**src/hdl/gcgs_pkg.sv**
```systemverilog
// Shared types, constants and helper functions for the great-circle grid spacing block.
// No dependencies; every other file imports it.
package gcgs_pkg;

	localparam int ANGLE_FRAC_BITS = 28;
	localparam int CORDIC_STEPS    = 28;
	localparam int Q_SHIFT         = 30 - ANGLE_FRAC_BITS;
	localparam int CW              = 36;   // CORDIC register width
	localparam int SQW             = 61;   // square root working width
	localparam int RADIUS_W        = 27;
	localparam int SPACING_W       = 40;
	localparam int STEP_W          = 5;

	localparam logic [STEP_W-1:0] LAST_STEP = STEP_W'(CORDIC_STEPS - 1);
	localparam logic [STEP_W-1:0] SQRT_LAST = STEP_W'(30);

	localparam logic signed [CW-1:0] Q30_ONE         = CW'(64'sd1073741824);
	localparam logic signed [CW-1:0] Q30_HALF_PI     = CW'(64'sd1686629713);
	localparam logic signed [CW-1:0] Q30_PI          = CW'(64'sd3373259426);
	localparam logic signed [CW-1:0] Q30_TWO_PI      = CW'(64'sd6746518852);
	localparam logic signed [CW-1:0] CORDIC_GAIN_INV = CW'(64'sd652032874);
	localparam logic [RADIUS_W-1:0]  RADIUS_RESET    = RADIUS_W'(6371229);

	typedef enum logic [4:0] {
		OP_NONE, OP_LOAD, OP_LOAD_DLON, OP_REDUCE, OP_FOLD, OP_ROT, OP_CAP_LAT,
		OP_CAP_DLON, OP_MUL_A, OP_MUL_B, OP_MUL_C, OP_ARG, OP_MUL_D, OP_SQ_INIT,
		OP_SQ, OP_VEC_INIT, OP_VEC, OP_SEG, OP_EMIT_PAIR, OP_EMIT_END,
		OP_EMIT_SINGLE, OP_COMMIT
	} op_t;

	typedef struct packed {
		op_t               op;
		logic [STEP_W-1:0] step;
		logic              first_pair; // second point of the line
		logic              pair_line;  // a segment exists for this point
	} cmd_t;

	typedef struct packed {
		logic reduced;
		logic eol;
		logic out_free;
	} status_t;

	function automatic logic signed [CW-1:0] atan_q30(input logic [STEP_W-1:0] i);
		logic [31:0] v;
		unique case (i)
			5'd0:  v = 32'h3243F6A8; 5'd1:  v = 32'h1DAC6705;
			5'd2:  v = 32'h0FADBAFC; 5'd3:  v = 32'h07F56EA6;
			5'd4:  v = 32'h03FEAB76; 5'd5:  v = 32'h01FFD55B;
			5'd6:  v = 32'h00FFFAAA; 5'd7:  v = 32'h007FFF55;
			5'd8:  v = 32'h003FFFEA; 5'd9:  v = 32'h001FFFFD;
			5'd10: v = 32'h000FFFFF; 5'd11: v = 32'h0007FFFF;
			5'd12: v = 32'h0003FFFF; 5'd13: v = 32'h0001FFFF;
			5'd14: v = 32'h0000FFFF; 5'd15: v = 32'h00007FFF;
			5'd16: v = 32'h00003FFF; 5'd17: v = 32'h00001FFF;
			5'd18: v = 32'h00000FFF; 5'd19: v = 32'h000007FF;
			5'd20: v = 32'h000003FF; 5'd21: v = 32'h000001FF;
			5'd22: v = 32'h000000FF; 5'd23: v = 32'h0000007F;
			5'd24: v = 32'h0000003F; 5'd25: v = 32'h0000001F;
			5'd26: v = 32'h0000000F; 5'd27: v = 32'h00000007;
			5'd28: v = 32'h00000003; 5'd29: v = 32'h00000001;
			default: v = 32'h00000000;
		endcase
		return signed'(CW'(v));
	endfunction

	// Round v / 2^s to nearest, ties away from zero.
	function automatic logic signed [63:0] rnd(input logic signed [63:0] v, input int s);
		logic signed [63:0] half;
		half = 64'sd1 <<< (s - 1);
		if (v >= 0)
			return (v + half) >>> s;
		else
			return -((-v + half) >>> s);
	endfunction

endpackage

```
**src/hdl/gcgs_ctrl.sv**
```systemverilog
// Sequencer for the grid spacing block: walks each point through the CORDIC,
// multiply and square root steps of the datapath. Depends on gcgs_pkg.
module gcgs_ctrl import gcgs_pkg::*; (
	input  logic    clk,
	input  logic    arst_n,
	input  logic    s_tvalid,
	output logic    s_tready,
	input  status_t status,
	output cmd_t    cmd
);

	typedef enum logic [4:0] {
		S_IDLE, S_RED_LAT, S_FOLD_LAT, S_ROT_LAT, S_CAP_LAT, S_LD_DL, S_RED_DL,
		S_FOLD_DL, S_ROT_DL, S_CAP_DL, S_MUL_A, S_MUL_B, S_MUL_C, S_ARG, S_MUL_D,
		S_SQ_INIT, S_SQ, S_VEC_INIT, S_VEC, S_SEG, S_EMIT_PAIR, S_EMIT_END,
		S_EMIT_SINGLE, S_COMMIT
	} state_t;

	state_t            state_q;
	logic [STEP_W-1:0] step_q;
	logic [1:0]        pts_q;

	assign s_tready = (state_q == S_IDLE);

	always_comb begin
		cmd.step       = step_q;
		cmd.first_pair = (pts_q == 2'd1);
		cmd.pair_line  = (pts_q != 2'd0);
		unique case (state_q)
			S_IDLE:        cmd.op = OP_LOAD;
			S_RED_LAT, S_RED_DL: cmd.op = OP_REDUCE;
			S_FOLD_LAT, S_FOLD_DL: cmd.op = OP_FOLD;
			S_ROT_LAT, S_ROT_DL: cmd.op = OP_ROT;
			S_CAP_LAT:     cmd.op = OP_CAP_LAT;
			S_LD_DL:       cmd.op = OP_LOAD_DLON;
			S_CAP_DL:      cmd.op = OP_CAP_DLON;
			S_MUL_A:       cmd.op = OP_MUL_A;
			S_MUL_B:       cmd.op = OP_MUL_B;
			S_MUL_C:       cmd.op = OP_MUL_C;
			S_ARG:         cmd.op = OP_ARG;
			S_MUL_D:       cmd.op = OP_MUL_D;
			S_SQ_INIT:     cmd.op = OP_SQ_INIT;
			S_SQ:          cmd.op = OP_SQ;
			S_VEC_INIT:    cmd.op = OP_VEC_INIT;
			S_VEC:         cmd.op = OP_VEC;
			S_SEG:         cmd.op = OP_SEG;
			S_EMIT_PAIR:   cmd.op = status.out_free ? OP_EMIT_PAIR : OP_NONE;
			S_EMIT_END:    cmd.op = status.out_free ? OP_EMIT_END : OP_NONE;
			S_EMIT_SINGLE: cmd.op = status.out_free ? OP_EMIT_SINGLE : OP_NONE;
			S_COMMIT:      cmd.op = OP_COMMIT;
			default:       cmd.op = OP_NONE;
		endcase
	end

	always_ff @(posedge clk or negedge arst_n) begin
		if (!arst_n) begin
			state_q <= S_IDLE;
			step_q  <= '0;
			pts_q   <= 2'd0;
		end else begin
			unique case (state_q)
				S_IDLE: if (s_tvalid) state_q <= S_RED_LAT;
				S_RED_LAT: if (status.reduced) state_q <= S_FOLD_LAT;
				S_FOLD_LAT: begin
					step_q  <= '0;
					state_q <= S_ROT_LAT;
				end
				S_ROT_LAT: begin
					step_q <= step_q + 1'b1;
					if (step_q == LAST_STEP) state_q <= S_CAP_LAT;
				end
				S_CAP_LAT: begin
					if (pts_q != 2'd0)
						state_q <= S_LD_DL;
					else if (status.eol)
						state_q <= S_EMIT_SINGLE;
					else
						state_q <= S_COMMIT;
				end
				S_LD_DL: state_q <= S_RED_DL;
				S_RED_DL: if (status.reduced) state_q <= S_FOLD_DL;
				S_FOLD_DL: begin
					step_q  <= '0;
					state_q <= S_ROT_DL;
				end
				S_ROT_DL: begin
					step_q <= step_q + 1'b1;
					if (step_q == LAST_STEP) state_q <= S_CAP_DL;
				end
				S_CAP_DL: state_q <= S_MUL_A;
				S_MUL_A:  state_q <= S_MUL_B;
				S_MUL_B:  state_q <= S_MUL_C;
				S_MUL_C:  state_q <= S_ARG;
				S_ARG:    state_q <= S_MUL_D;
				S_MUL_D:  state_q <= S_SQ_INIT;
				S_SQ_INIT: begin
					step_q  <= '0;
					state_q <= S_SQ;
				end
				S_SQ: begin
					step_q <= step_q + 1'b1;
					if (step_q == SQRT_LAST) state_q <= S_VEC_INIT;
				end
				S_VEC_INIT: begin
					step_q  <= '0;
					state_q <= S_VEC;
				end
				S_VEC: begin
					step_q <= step_q + 1'b1;
					if (step_q == LAST_STEP) state_q <= S_SEG;
				end
				S_SEG: state_q <= S_EMIT_PAIR;
				S_EMIT_PAIR: if (status.out_free)
					state_q <= status.eol ? S_EMIT_END : S_COMMIT;
				S_EMIT_END: if (status.out_free) state_q <= S_COMMIT;
				S_EMIT_SINGLE: if (status.out_free) state_q <= S_COMMIT;
				S_COMMIT: begin
					if (status.eol)
						pts_q <= 2'd0;
					else
						pts_q <= (pts_q == 2'd0) ? 2'd1 : 2'd2;
					state_q <= S_IDLE;
				end
				default: state_q <= S_IDLE;
			endcase
		end
	end

endmodule

```
**config.mk**
```make
export PLATFORM = sky130hd
export DESIGN_NAME = gcgs_ctrl
export DESIGN_NICKNAME = d
export VERILOG_FILES = /design/src/hdl/gcgs_pkg.sv /design/src/hdl/gcgs_ctrl.sv
export SDC_FILE = /design/constraint.sdc
export NUM_CORES = 1
export LEC_CHECK = 0
export BUFFER_PORTS_ARGS = -buffer_cell sky130_fd_sc_hd__buf_2
export CORE_MARGIN = 1.5
export CORE_UTILIZATION = 50
export DETAILED_ROUTE_END_ITERATION = 12
export MAX_ROUTING_LAYER = met4
export PLACE_DENSITY = 0.77
export SYNTH_ARGS = -nofsm -noshare
export SYNTH_HDL_FRONTEND = slang
export SYNTH_SLANG_ARGS = --single-unit
```
**constraint.sdc**
```tcl
create_clock -name clk -period 1.9 [get_ports clk]
set_input_delay 0.285 -clock clk [delete_from_list [all_inputs] [get_ports clk]]
set_output_delay 0.285 -clock clk [all_outputs]
set_load 0.03 [all_outputs]
```
After elaboration in Yosys (flattened, before gate mapping). Cells that the tools add are included.

Register bits: 12. Bits in latches: 0. Memory bits (writable): 0. Memory bits (read-only): 0. Bits of input ports: 6. Logic and storage cells: 70. Memories: 0.

Add/subtract/negate cells: 1. $mul: 0. Div/mod/pow operators: 0. Order comparisons: 0. Equal/unequal tests: 35. Shifts and indexed selects: 0. Mux-type cells: 20. Bitwise logic cells: 0. Reduce and logical (&&, ||, !) cells: 11.

Operators by type and width (number): one-hot mux 5 bit (22 select lines) (1); one-hot mux 5 bit (21 select lines) (1); 2-to-1 mux 5 bit (13); == test 5 bit, second input constant (10); == test 5 x 4 -> 1 bit, second input constant (8); == test 5 x 3 -> 1 bit, second input constant (4); != test 2 bit, second input constant (8); == test 5 x 2 -> 1 bit, second input constant (2); one-hot mux 5 bit (2 select lines) (1); AND reduction 9 bit (1); OR reduction 2 bit (4); OR reduction 4 bit (2); 2-to-1 mux 2 bit (3); adder 5 x 1 -> 5 bit, second input constant (1); == test 5 x 1 -> 1 bit, second input constant (1); zero test 5 bit (1); nonzero test 2 bit (2); == test 2 x 1 -> 1 bit, second input constant (1); zero test 2 bit (1); != test 2 x 1 -> 1 bit, second input constant (1); 2-to-1 mux 1 bit (1).

Longest topological paths before layout.
Word-level depth: 4. Depth in mapped cells: 7. Gate-level depth less buffers: 7.

Worst setup path after synthesis. OpenSTA, ideal clock, no wires.

Path type: flip-flop to output port. Start point: register state_q[2]. End point: output cmd[8] (netlist name). Data arrival time: 1638 ps. Required time: 1615 ps. Slack: -23 ps. Cell stages (with the launch flop): 5. Path through: dfrtp_1 > buf_6 > clkbuf_1 > nand2_1 > o32ai_1.

RTL lines: start, declared (line gcgs_ctrl.sv:19) `state_t state_q;`; start signal, assigned (line gcgs_ctrl.sv:114) `state_q <= status.eol ? S_EMIT_END : S_COMMIT;`; end, declared (line gcgs_ctrl.sv:9) `output cmd_t cmd`.

==> results.cfg <==
[timing]
relSlewSlack = 0.718
hold_viol = 0
timing.final.crit_share = 1.09
tns_ps = -183
setup_viol = 3
fmax_ghz = 0.483
period_minus_slack_ps = 2070
whs_ps = 236
layout_setup_ws_ps = -171
rsz0062_at_grt = true
worstMarginPinSlew_ps = 419
drv_slew = 0
skew_ps = 6.35

[worst_setup_path]
cp_max_fo = 9
arrival_ps = 1790
cp-start-kind = flip-flop
worstSetupEndpointType = output pin
r2r_cells = 7
crit_type = flip-flop to output pin
crit_required_ps = 1620

[worst_hold_path]
hold_depth = 2
min_path_type = primary input to flip-flop

[pwr]
ir_worst_vdd_mv = 1.30
p_per_area_mw_per_mm2 = 2130
leakage_nw = 0.623
totalPowerFinal_mw = 3.00

[clock_tree]
clock-root-buffer = clkbuf_4
clock_sinks = 12
cts_buffers = 3
insertion_delay_ps = 290
clk_pin_slew_worst_paths_ps = 90
cts_max_level = 1
clock_path_buffers = 2
cts_tree = built

[detailed_routing]
drt-vias-per-instance = 6.35
wl_per_cell_um = 18.9
vias = 1257
wl_mm = 3.73
ant_nets = 0
drt_iter0_drc = 101
first_pass_iters = 7
drc = 0

[placement]
hpwlAfterDp_mm = 1.94
place_ws_ps = 120
portBuffers = 18
place.gp.congestion = 0.924

[floorplanning]
row_count = 16
die_x_um = 48.8
io_pins = 19
fp.dieH_um = 48.8
core_area_mm2 = 0.00196
initial_utilization = 0.534
dieArea_mm2 = 0.00238

[cells_and_area]
diodes = 0
area_delta_synth_final_pct = 34.4
regArea_um2 = 309
nFillCells = 150
drive_gt1_frac = 0.380
multi_input_area_um2 = 676
layout.nets = 180

[global_routing]
gr-total-overflow = 0
antenna_found_initial = 0
grt_pass1_vias = 1086
grt_start_max_net_pins = 21
grt_first_pass_wirelength_mm = 5.01
grt_usage = 0.277

[logic_synthesis]
synthXorXnorAreaFrac = 0.0335
synthSimpleGateAreaFrac = 0.252
async_flop_share = 1.00
synth.area.mux_share = 0.0239
syn_area_mm2 = 0.00105
synth_top_family_by_area = compound AO/OA/AOI/OAI gates
yosys.cell_types.count = 48
netlist.area_leader.share = 0.287
ys_ff_latch = 12
synth.area.top_cells = dfrtp_1, o21ai_0, nand2_1
synth_compound_area_frac = 0.284
synth_cells = 131
synth_fp_nets = 139
synth-main-ff-cell = dfrtp_1
synth.most_common_cell = o21ai_0
synth.avg_cell_area_um2 = 7.99
synthAdderAreaFrac = 0.0239
seq_area_frac_synth = 0.287
yosys.area.top_type = dfrtp_1
synth-edff-count = 0
ys_warn_count = 0
ys_top_cells_by_count = o21ai_0, nand2_1, dfrtp_1

[run]
maxCapViolCount = 0

[outcome]
status = complete, but fails checks
violations = setup timing
-- timing repair --
action	in CTS	in global routing
endpoints found under the setup margin	6	5
gates resized for setup	8	17
pin swaps	0	2
hold endpoints to repair	12	0
hold buffers	1	0
buffers inserted	6	8
-- kinds of logic (layout without fill, tap and decap cells) --
kind of cell / count (synthesis) / after routing
AOI/OAI and AO/OA: 45 / 45
xor gates and xnor gates: 4 / 4
adders and majority gates: 2 / 2
buffers and inverters: 16 / 56
DFF: 12 / 12
muxes: 2 / 2
and+or+nand+nor: 50 / 50
-- metal layers --
layer | vias to the layer above | global-route usage | share of wire
met4 | 0 | 0.138 | 0.065
met1 | 571 | 0.369 | 0.36
met3 | 23 | 0.0401 | 0.11
met5 | - | - | 0
met2 | 107 | 0.411 | 0.46
li1 | 556 | - | -
-- where the power goes --
part	leakage, nW	internal, mW	total, mW	switching (mW)
Combinational	0.460	0.941	2.20	1.25
Sequential	0.141	0.379	0.582	0.203
Clock	0.0210	0.117	0.219	0.102
-- cells in the final DEF (no fill, tap or decap), drive strengths merged, types with 2 or more instances in the layout --
cell type,n
nand2b,3
nor2b,2
a21boi,2
nand3,8
o22ai,2
dfrtp,12
nor2,12
or2,2
a21oi,9
clkbuf,5
buf,43
o21ai,15
ha,2
nor3,2
nand4,2
nand2,13
xor2,3
inv,7
o32ai,2
a31oi,3
-- final cells by class --
| type | count | area share |
|---|---|---|
| Timing Repair Buffer | 45 | 0.232 |
| Multi-Input combinational cell | 103 | 0.480 |
| Sequential cell | 12 | 0.220 |
| Clock buffer | 4 | 0.0258 |
| Tap cell | 27 | 0.0240 |
| Inverter | 7 | 0.0187 |
-- worst max-delay path, stage by stage, from the launching register on --
cell	delay (ps)
dfrtp_2	480
buf_4	200
o31ai_1	420
o32ai_2	190
buf_4	210
-- sequential cells by signal, summed over array words and instances (netlist names) --
register	flops
pts_q	2
state_q	5
step_q	5
-- path summary, 6_finish.rpt --
path / from / endpoint / slack, ps
hold / removal: status[1] / pts_q[1]$_DFFE_PN0N_ / 240
min in group asynchronous: arst_n / step_q[4]$_DFFE_PN0P_ / 400
setup / recovery: state_q[4]$_DFFE_PN0P_ / cmd[8] / -170
hold reg to reg: pts_q[1]$_DFFE_PN0N_ / pts_q[1]$_DFFE_PN0N_ / 560
max in group asynchronous: arst_n / state_q[2]$_DFFE_PN0P_ / 1250
setup reg to reg: state_q[0]$_DFFE_PN0P_ / state_q[0]$_DFFE_PN0P_ / 0
-- stage by stage --
step,std cells,util,area [µm²]
floorplan,131,-,1050
global placement,179,0.609,1190
detailed placement,179,0.609,1190
CTS,190,0.672,1320
global route,198,0.717,1410
finish,198,0.717,1410
(Power assumes the default switching activity.)
